[src/design/enrichment_score_two_pass_macros.svh]
// ---------------------------------------------------------------------------
// enrichment score assertion macros
// shared concurrent assertion forms, clocked on clk, quiet in reset
// ---------------------------------------------------------------------------
`ifndef ENRICHMENT_SCORE_TWO_PASS_MACROS_SVH
`define ENRICHMENT_SCORE_TWO_PASS_MACROS_SVH

// condition holds at every edge
`define ESP_ASSERT_ALWAYS(lbl, cond, msg) \
lbl: assert property (@(posedge clk) disable iff (!arst_n) (cond)) else $error(msg);

// antecedent at one edge implies consequent at the next
`define ESP_ASSERT_NEXT(lbl, pre, post, msg) \
lbl: assert property (@(posedge clk) disable iff (!arst_n) (pre) |=> (post)) else $error(msg);

`endif

[src/design/esp_pkg.sv]
// ---------------------------------------------------------------------------
// esp_pkg
// types and constants shared by the enrichment score block
// ---------------------------------------------------------------------------
package esp_pkg;

	localparam int DEF_MAX_LEN = 65536;

	localparam logic [0:0] CFG_WEIGHT_EXPONENT = 1'd0;
	localparam logic [0:0] CFG_SCORE_MODE      = 1'd1;

	localparam logic [1:0] MODE_EXTREME = 2'd0;
	localparam logic [1:0] MODE_MAX     = 2'd1;
	localparam logic [1:0] MODE_MIN     = 2'd2;

	localparam logic [2:0]  EXP_RESET  = 3'd1;
	localparam logic [2:0]  EXP_MAX    = 3'd4;
	localparam logic [63:0] ONE_Q16    = 64'd65536;
	localparam logic [30:0] Q30_CAP    = 31'h7FFF_FFFF;
	localparam logic [4:0]  DIV_STEPS  = 5'd30;

	typedef struct packed {
		logic        func;
		logic signed [31:0] stat;
		logic        in_set;
		logic        last;
	} item_t;

	typedef struct packed {
		logic [16:0]        position;
		logic signed [31:0] running_score;
		logic               hit;
		logic signed [31:0] enrichment;
		logic               enrichment_valid;
	} result_t;

	typedef struct packed {
		logic load;
		logic mul_lo;
		logic mul_hi;
		logic mul_acc;
		logic div_init;
		logic div_step;
		logic update;
		logic emit;
	} cmd_t;

	typedef struct packed {
		logic func;
		logic mul_left;
		logic need_div;
		logic div_last;
		logic out_free;
	} sts_t;

endpackage

[src/design/esp_ctrl.sv]
// ---------------------------------------------------------------------------
// esp_ctrl
// sequencer for one item: weight multiplies, division, update, emit
// ---------------------------------------------------------------------------
module esp_ctrl (
	input  logic          clk,
	input  logic          arst_n,
	input  logic          item_valid,
	output logic          item_ready,
	input  esp_pkg::sts_t sts,
	output esp_pkg::cmd_t cmd
);

	typedef enum logic [8:0] {
		S_IDLE     = 9'b000000001,
		S_CHK      = 9'b000000010,
		S_MUL_LO   = 9'b000000100,
		S_MUL_HI   = 9'b000001000,
		S_MUL_ACC  = 9'b000010000,
		S_DIV_INIT = 9'b000100000,
		S_DIV_STEP = 9'b001000000,
		S_UPDATE   = 9'b010000000,
		S_EMIT     = 9'b100000000
	} state_t;

	state_t state_q, state_n;

	always_comb begin
		state_n = state_q;
		cmd     = '0;
		case (state_q)
			S_IDLE: begin
				if (item_valid) begin
					cmd.load = 1'b1;
					state_n  = S_CHK;
				end
			end
			S_CHK: begin
				if (sts.mul_left) begin
					state_n = S_MUL_LO;
				end else if (sts.need_div) begin
					state_n = S_DIV_INIT;
				end else begin
					state_n = S_UPDATE;
				end
			end
			S_MUL_LO: begin
				cmd.mul_lo = 1'b1;
				state_n    = S_MUL_HI;
			end
			S_MUL_HI: begin
				cmd.mul_hi = 1'b1;
				state_n    = S_MUL_ACC;
			end
			S_MUL_ACC: begin
				cmd.mul_acc = 1'b1;
				state_n     = S_CHK;
			end
			S_DIV_INIT: begin
				cmd.div_init = 1'b1;
				state_n      = S_DIV_STEP;
			end
			S_DIV_STEP: begin
				cmd.div_step = 1'b1;
				if (sts.div_last) begin
					state_n = S_UPDATE;
				end
			end
			S_UPDATE: begin
				cmd.update = 1'b1;
				state_n    = sts.func ? S_EMIT : S_IDLE;
			end
			S_EMIT: begin
				cmd.emit = 1'b1;
				if (sts.out_free) begin
					state_n = S_IDLE;
				end
			end
			default: state_n = S_IDLE;
		endcase
	end

	always_ff @(posedge clk or negedge arst_n) begin
		if (!arst_n) begin
			state_q <= S_IDLE;
		end else begin
			state_q <= state_n;
		end
	end

	assign item_ready = (state_q == S_IDLE);

endmodule

[config.mk]
export PLATFORM = sky130hd
export DESIGN_NAME = esp_ctrl
export DESIGN_NICKNAME = d
export VERILOG_FILES = /design/src/design/enrichment_score_two_pass_macros.svh /design/src/design/esp_pkg.sv /design/src/design/esp_ctrl.sv
export SDC_FILE = /design/constraint.sdc
export NUM_CORES = 1
export LEC_CHECK = 0
export ABC_AREA = 1
export BUFFER_PORTS_ARGS = -buffer_cell sky130_fd_sc_hd__buf_2
export CAP_MARGIN = 20
export CORE_UTILIZATION = 30
export DETAILED_ROUTE_END_ITERATION = 6
export PLACE_DENSITY = 0.59
export SLEW_MARGIN = 0
export SYNTH_ARGS = -nofsm -noshare
export SYNTH_HDL_FRONTEND = slang
export SYNTH_SLANG_ARGS = --single-unit
[constraint.sdc]
create_clock -name clk -period 1.17 [get_ports clk]
set_input_delay 0.1755 -clock clk [delete_from_list [all_inputs] [get_ports clk]]
set_output_delay 0.1755 -clock clk [all_outputs]
set_load 0.01 [all_outputs]
Yosys cells after proc, flatten, opt, wreduce, memory -nomap -nowiden
Cells that the tools add are included.
{ "word_totals": {"rom_bits": 0, "reg_bits": 9, "ramBits": 0, "elab_cells": 30, "latchBits": 0, "output_inout_bits": 9, "memories": 0} }
{ "classes": {"n_shift": 0, "add_sub_neg": 0, "n_mul": 0, "mux": 16, "bitwise": 0, "order_cmp": 0, "n_eq_ne": 12, "n_reduce_logical": 1, "div": 0} }
{ "ops": {"columns": ["cell", "count"], "rows": [
  ["one-hot mux 9 bit (9 select lines)", 1],
  ["two-way mux 9 bit", 5],
  ["equality test 9 x 1 -> 1 bit, second input constant", 1],
  ["equality test 9 x 2 -> 1 bit, second input constant", 1],
  ["equality test 9 x 3 -> 1 bit, second input constant", 1],
  ["equality test 9 x 4 -> 1 bit, second input constant", 1],
  ["equality test 9 x 5 -> 1 bit, second input constant", 1],
  ["equality test 9 x 6 -> 1 bit, second input constant", 1],
  ["equality test 9 x 7 -> 1 bit, second input constant", 1],
  ["equality test 9 x 8 -> 1 bit, second input constant", 1],
  ["equality test 9 bit, second input constant", 1],
  ["two-way mux 1 bit", 9],
  ["two-way mux 8 bit", 1],
  ["!= test 2 bit, second input constant", 3],
  ["AND reduction 3 bit", 1]
]} }

Depth between registers and ports, before layout
Gate-level depths: netlist of run 1.
{ "depth": {"word_depth": 3, "mapped_depth": 8} }

Worst setup path before layout of run 1
OpenSTA, ideal clock, no wires.
{ "synth_path": {"path_kind": "reg2reg", "from": "register state_q[5]", "to": "register state_q[0]", "arrival_time_ps": 1141, "path_buffers": 0, "stages_incl_launch_ff": 8, "setup_slack_ps": -39, "synth_period_minus_slack_ps": 1209, "t_required_ps": 1102, "cell_sequence": "dfrtp_1 -> nor2_4 -> nand3_2 -> nor2_2 -> nand2_2 -> nand3_2 -> nor2_1 -> a21oi_2"} }
{ "synth_via": {"elab_chain_cells": 3} }
{ "synth_rtl": {"columns": ["item", "line", "source"], "rows": [
  ["start, declared", "esp_ctrl.sv:26", "state_t state_q, state_n;"],
  ["start signal, assigned", "esp_ctrl.sv:87", "state_q <= state_n;"],
  ["equality test 9 x 7 -> 1 bit (tied with other cells)", "esp_ctrl.sv:31", "case (state_q)"],
  ["!= test 2 bit (no line)", null, null],
  ["AND reduction 3 bit (no line)", null, null]
]} }
Parallel ways exist; a longest one is shown, timed or not.
A chain may end at the register's enable or synchronous reset.

==> run_results.csv, run 1 <==
group,metric,value,unit
status,status,"finished with violations",
status,violations,"setup timing",
logic_synthesis,synth.distinct_cells,16,
route,first_pass_iters,5,
final_layout,postLayoutCoreUtil,56.06,%
sta,fmax,0.6359,GHz
logic_synthesis,ys_warn_count,0,
worst_setup_path,endpoint_kind,"output port",
worst_setup_path,worst-path-buf-inv,2,
global_routing,grt_overflow,0,
worst_setup_path,regToRegEndpoint,"state_q[0]",
logic_synthesis,postSynthAreaPerCell,6.945,um2
sta,maxSlewHeadroom,85.62,%
placement,dp_slack,-0.1494,ns
sta,tightest_slew,0.2156,ns
worst_setup_path,reg2reg_slack,-0.30,ns
flow_run,maxCapViolCount,0,
final_layout,instances_no_fill,166,
worst_hold_path,min_path_cells,2,
sta,finalClockSkew,0.004562,ns
logic_synthesis,syn_inst,89,
logic_synthesis,synth_area,618.1,um2
logic_synthesis,synth_commonest_cells,"inv_1 (22), nand2_1 (16), nor2_1 (16)",
sta,post-route-period-util,134.4,%
logic_synthesis,synth_area_leaders,"dfrtp_1 (32%), inv_1 (13%), nand2_1 (9.7%)",
route,post_drt_wl_per_cell,10.31,um
sta,whs,0.06053,ns
logic_synthesis,ys_ff_latch,9,
worst_setup_path,arrival,1.40,ns
sta,hold_viol_final,0,
route,wl,1711,um
route,detail-route-antenna-nets,0,
power_and_ir_drop,fin_total_pwr,0.001634,W
worst_setup_path,crit_cells,5,
floorplanning,start_util,31.83,%
floorplanning,io_pins,17,
worst_setup_path,startpoint_type,"register",
logic_synthesis,yosysMostFrequentCell,"inv_1",
clocking,insertion_delay,0.28,ns
worst_setup_path,reg2reg_depth,10,
sta,fin_crit,1.573,ns
route,vias,698,
worst_setup_path,r2r_start,"state_q[2]",
worst_setup_path,critPathTopFamily,"simple AND/OR/NAND/NOR gates",
power_and_ir_drop,ir_drop,0.7712,mV
placement,port_buffers,16,
logic_synthesis,yosysTopAreaCellShare,32.39,%
logic_synthesis,synth_top_cell_by_area,"dfrtp_1",
worst_hold_path,hold_path.startpoint,"sts[3]",
clocking,tritoncts,"yes",
final_layout,finalNetCount,148,
power_and_ir_drop,p_leak,0.6359,nW
placement,gp_congestion,0.8507,
clocking,clk_path_buf_depth,2,
clocking,cts_buffers,3,
power_and_ir_drop,power_density,1501,mW/mm2
placement,post-place-cells,143,
worst_setup_path,crit_fanout,4,
logic_synthesis,ys_seq_area_share,36.64,%
floorplanning,fp.dieW,47.39,um
global_routing,grt_use_total,16.36,%
sta,drv_slew,0,
floorplanning,dieArea,0.002246,mm2
clocking,clk_pin_slew,0.07,ns
sta,setup_ws,-0.4027,ns
global_routing,grt_pass1_wl,2484,um
floorplanning,dieHeight,47.39,um
logic_synthesis,synthFlopType,"dfrtp_1",
placement,hpwl,1120,um
logic_synthesis,synth_edf_count,0,
global_routing,grt_pass1_vias,608,
final_layout,largest_reg_flops,9,
sta,rsz0062_at_grt,"yes",
floorplanning,fp.coreArea,0.001942,mm2
worst_setup_path,required,0.99,ns
logic_synthesis,synth_nets,97,
route,drc,0,
route,drt_iter0_markers,6,
clocking,cts.sinks,9,
worst_setup_path,cpPeakStageDelay,0.42,ns
worst_hold_path,min_to,"state_q[5]",
worst_setup_path,crit_chain,"nor2_4 > nand3_1 > or2_4 > inv_2 > buf_2",
clocking,htreeDepth,1,
final_layout,synthToLayoutAreaGrowth,76.11,%
worst_setup_path,path_class,"reg -> out",
global_routing,antenna_found_initial,0,
clocking,clockRootBuffer,"clkbuf_4",
sta,setup_viol,15,
final_layout,layout-drive-gt1-share,58.27,%
logic_synthesis,ys_async_sr_fraction,100.0,%
worst_setup_path,crit_slowest_cell,"dfrtp_1",
floorplanning,rows,16,
global_routing,grt_max_degree,10,
final_layout,top_regs,"state_q (9)",
final_layout,top_register,"state_q",
route,via_per_inst,4.205,
final_layout,diodes,0,
worst_hold_path,hp-class,"in -> reg",
## metrics by stage
| step | setup TNS (ns) | cell area, um2 |
|---|---|---|
| after floorplan | -0.01877 | 638.1 |
| after global placement | -0.8764 | 834.6 |
| after detailed placement | -0.9444 | 834.6 |
| after global routing | -5.759 | 1089 |
| final | -4.445 | 1089 |
| after CTS | -4.291 | 1035 |
## cells by family (layout without fill, tap and decap cells)
kind of cell / count (synthesis) / in the layout / synth area share [%]
simple gates: 53 / 53 / 45.14
compound gates: 5 / 5 / 4.858
flops: 9 / 9 / 36.64
buf+inv: 22 / 72 / 13.36
## layout by cell type (no fill, tap or decap), types with 2 or more instances in the layout
master	count
dfrtp_1	8
inv_2	4
a21oi_1	3
nor2_2	6
nand3_1	3
clkbuf_4	3
nand3_2	3
buf_4	25
inv_1	18
nand2_1	11
nor2_4	6
nand3_4	2
buf_2	13
nand2_2	6
nor2_1	11
buf_6	7
## repair_timing
| item | in CTS | in global routing |
|---|---|---|
| setup endpoints to repair | 17 | 17 |
| pin swaps | 9 | 6 |
| gates resized for setup | 13 | 10 |
| buffers inserted | 15 | 4 |
| gates cloned | 0 | 0 |
| endpoints found under the hold margin | 9 | 0 |
| hold buffers | 1 | 0 |
## area by class of cell
| type | count | area (um2) |
|---|---|---|
| Clock inverter | 1 | 5.005 |
| Multi-Input combinational cell | 58 | 376.6 |
| Tap cell | 27 | 33.78 |
| Inverter | 22 | 82.58 |
| Clock buffer | 3 | 22.52 |
| Timing Repair Buffer | 46 | 341.6 |
| Fill cell | 191 | 853.3 |
| Sequential cell | 9 | 226.5 |
## per-layer routing
metal | GRT usage, % | vias up | routed length, um
met4 | 5.143 | 0 | 17
li1 | - | 366 | -
met5 | 0 | - | 0
met1 | 22.12 | 310 | 699
met2 | 26.03 | 20 | 908
met3 | 3.462 | 2 | 84
## worst max-delay path by stage
stage / from / end / slack [ns]
6_report: state_q[5] / cmd[1] / -0.40
5_1_grt: state_q[5] / cmd[7] / -0.50
4_1_cts: state_q[3] / cmd[7] / -0.40
3_5_place_dp: state_q[0] / state_q[0] / -0.15
3_3_place_gp: state_q[0] / state_q[0] / -0.16
2_1_floorplan: state_q[0] / state_q[0] / -0.02
## where the power goes
part	leakage (nW)	switching [W]	internal (W)
combinational	0.498	0.000486	0.000467
clock	0.0177	0.000127	0.000127
sequential	0.120	0.0000509	0.000376
total	0.636	0.000664	0.000970
No activity file was read; power rests on OpenSTA's default activity.
==> inputs of run 2 (changes only) <==
- CELL_PAD_IN_SITES_DETAIL_PLACEMENT: not set -> 0
- CELL_PAD_IN_SITES_GLOBAL_PLACEMENT: not set -> 2
- CORE_UTILIZATION: 30 -> 24
- PLACE_DENSITY: 0.59 -> 0.79
==> run 2 against run 1 <==
Net effect:
- the flow still finishes with violations (setup timing)
- first-iteration DRC count unchanged
- non-clock buffer count fell by 6
- final cell count decreased by 1.8%
- setup slack improved by 0.018 ns
- cell area shrank 1.3%
- count of clock-buffer cells in the layout increased by 1
- global-route usage decreased by 2.9 points
- largest cell class unchanged
==> run_results.csv, run 2 (synthesis gave the netlist of run 1 again) <==
group,metric,value,unit
status,status,"finished with violations",
status,violations,"setup timing",
route,drc,0,
sta,tightest_slew,0.2187,ns
placement,placed_cell_area,845.8,um2
final_layout,largest_reg_flops,9,
final_layout,regArea,226.5,um2
worst_setup_path,endpoint_kind,"output port",
worst_setup_path,crit_fanout,4,
worst_setup_path,crit_slowest_cell,"dfrtp_1",
final_layout,final_area,0.001075,mm2
floorplanning,io_pins,17,
floorplanning,fp.dieW,52.75,um
route,post_drt_wl_per_cell,10.10,um
final_layout,fill_cells,262,
power_and_ir_drop,power_density,1506,mW/mm2
route,wl,1646,um
final_layout,synthToLayoutAreaGrowth,73.89,%
sta,tns,-3.806,ns
global_routing,antenna_found_initial,0,
worst_setup_path,required,0.99,ns
floorplanning,fp.coreArea,0.002455,mm2
worst_hold_path,hp-class,"in -> reg",
global_routing,grt_pass1_wl,2601,um
route,first_pass_iters,2,
clocking,clk_pin_slew,0.07,ns
worst_setup_path,path_class,"reg -> out",
final_layout,top_regs,"state_q (9)",
route,detail-route-antenna-nets,0,
final_layout,multiInputGateArea,415.4,um2
power_and_ir_drop,clkPwrFrac,15.4,%
sta,drv_slew,0,
clocking,clk_path_buf_depth,2,
flow_run,maxCapViolCount,0,
final_layout,mostFrequentLayoutCells,"inv_1 (20), buf_4 (19), buf_2 (15), nand2_1 (11), nor2_1 (9)",
worst_setup_path,crit_chain,"nor2_4 > nand3_2 > or2_1 > inv_1 > buf_2",
route,drt_iter0_markers,6,
power_and_ir_drop,ir_drop,0.7689,mV
power_and_ir_drop,switchingPower,0.0006746,W
sta,setup_viol,14,
placement,gp_congestion,0.7750,
global_routing,grt_pass1_vias,647,
clocking,insertion_delay,0.26,ns
route,via_per_inst,4.190,
global_routing,grt_use_total,13.47,%
route,vias,683,
worst_setup_path,cpPeakStageDelay,0.40,ns
worst_setup_path,arrival,1.38,ns
placement,port_buffers,16,
worst_setup_path,reg2reg_slack,-0.26,ns
final_layout,finalNetCount,142,
sta,finalClockSkew,0.002583,ns
sta,post-route-period-util,132.9,%
sta,hold_viol_final,0,
power_and_ir_drop,pwr-share-seq,26.8,%
clocking,htreeDepth,1,
worst_setup_path,startpoint_type,"register",
clocking,tritoncts,"yes",
final_layout,mostFrequentLayoutCell,"inv_1",
global_routing,grt_max_degree,10,
power_and_ir_drop,p_leak,0.6225,nW
sta,fin_crit,1.555,ns
sta,fmax,0.6433,GHz
clocking,cts_buffers,3,
floorplanning,dieArea,0.002783,mm2
floorplanning,dieHeight,52.75,um
power_and_ir_drop,power_frac_comb,57.7,%
clocking,clockRootBuffer,"clkbuf_4",
final_layout,diodes,0,
sta,maxSlewHeadroom,85.42,%
floorplanning,start_util,25.18,%
clocking,cts.sinks,9,
power_and_ir_drop,cell_internal_pwr,0.0009444,W
sta,setup_ws,-0.3845,ns
placement,hpwl,1287,um
global_routing,grt_overflow,0,
floorplanning,rows,18,
power_and_ir_drop,netSwitchingFraction,41.67,%
final_layout,top_register,"state_q",
sta,rsz0062_at_grt,"yes",
final_layout,layout-drive-gt1-share,57.14,%
-- run 2: per-stage QoR --
stage | power (W) | util (%) | hold slack, ns | std cells | worst slack [ns]
global placement | 0.001097 | 34.45 | 0.04445 | 147 | -0.1532
finish | 0.001619 | 43.78 | 0.07269 | 163 | -0.3845
CTS | 0.001586 | 42.15 | 0.06353 | 161 | -0.4071
detailed placement | 0.001107 | 34.45 | 0.05231 | 147 | -0.1611
global route | 0.001735 | 43.78 | 0.07347 | 163 | -0.4620
floorplan | 0.0009012 | - | -0.1201 | 89 | -0.01586
-- run 2: layer usage --
layer,global-route usage [%],vias to the layer above,part of all wire [%]
met4,5.263,0,1.1
met3,1.739,4,2.3
met2,25.11,11,53
met1,15.16,319,43
met5,0,-,0
li1,-,349,-
-- run 2: power groups by stage --
stage	Combinational [W]	Clock [W]	Sequential (W)
floorplan	0.000470	0	0.000431
global placement	0.000662	0	0.000435
detailed placement	0.000667	0	0.000440
CTS	0.000895	0.000256	0.000435
global route	0.00103	0.000266	0.000439
finish	0.000934	0.000250	0.000435
-- run 2: worst max-delay path: cells and delay by family, from the launching register on --
family	cells	cell delay (ns)
and+or+nand+nor	3	0.52
buffers and inverters	2	0.19
DFF	1	0.40
-- run 2: final timing paths --
| kind | start | end | cells past startpoint |
|---|---|---|---|
| setup / recovery | state_q[5] | cmd[1] | 5 |
| hold / removal | sts[3] | state_q[5] | 2 |
| setup reg to reg | state_q[5] | state_q[0] | 9 |
| hold reg to reg | state_q[5] | state_q[3] | 3 |
| max in group asynchronous | arst_n | state_q[0] | 2 |
| min in group asynchronous | arst_n | state_q[4] | 2 |
-- run 2: layout make-up --
| cell class | count | share of cell area (%) |
|---|---|---|
| Inverter | 22 | 7.916 |
| Timing Repair Buffer | 40 | 26.43 |
| Tap cell | 30 | 3.492 |
| Multi-Input combinational cell | 58 | 38.65 |
| Sequential cell | 9 | 21.07 |
| Clock buffer | 4 | 2.445 |
-- run 2: repair_timing --
action	CTS	global route
gates resized for setup	21	8
endpoints found under the setup margin	16	17
pin swaps	8	5
buffers inserted	9	2
hold endpoints to repair	8	0
hold buffers	1	0
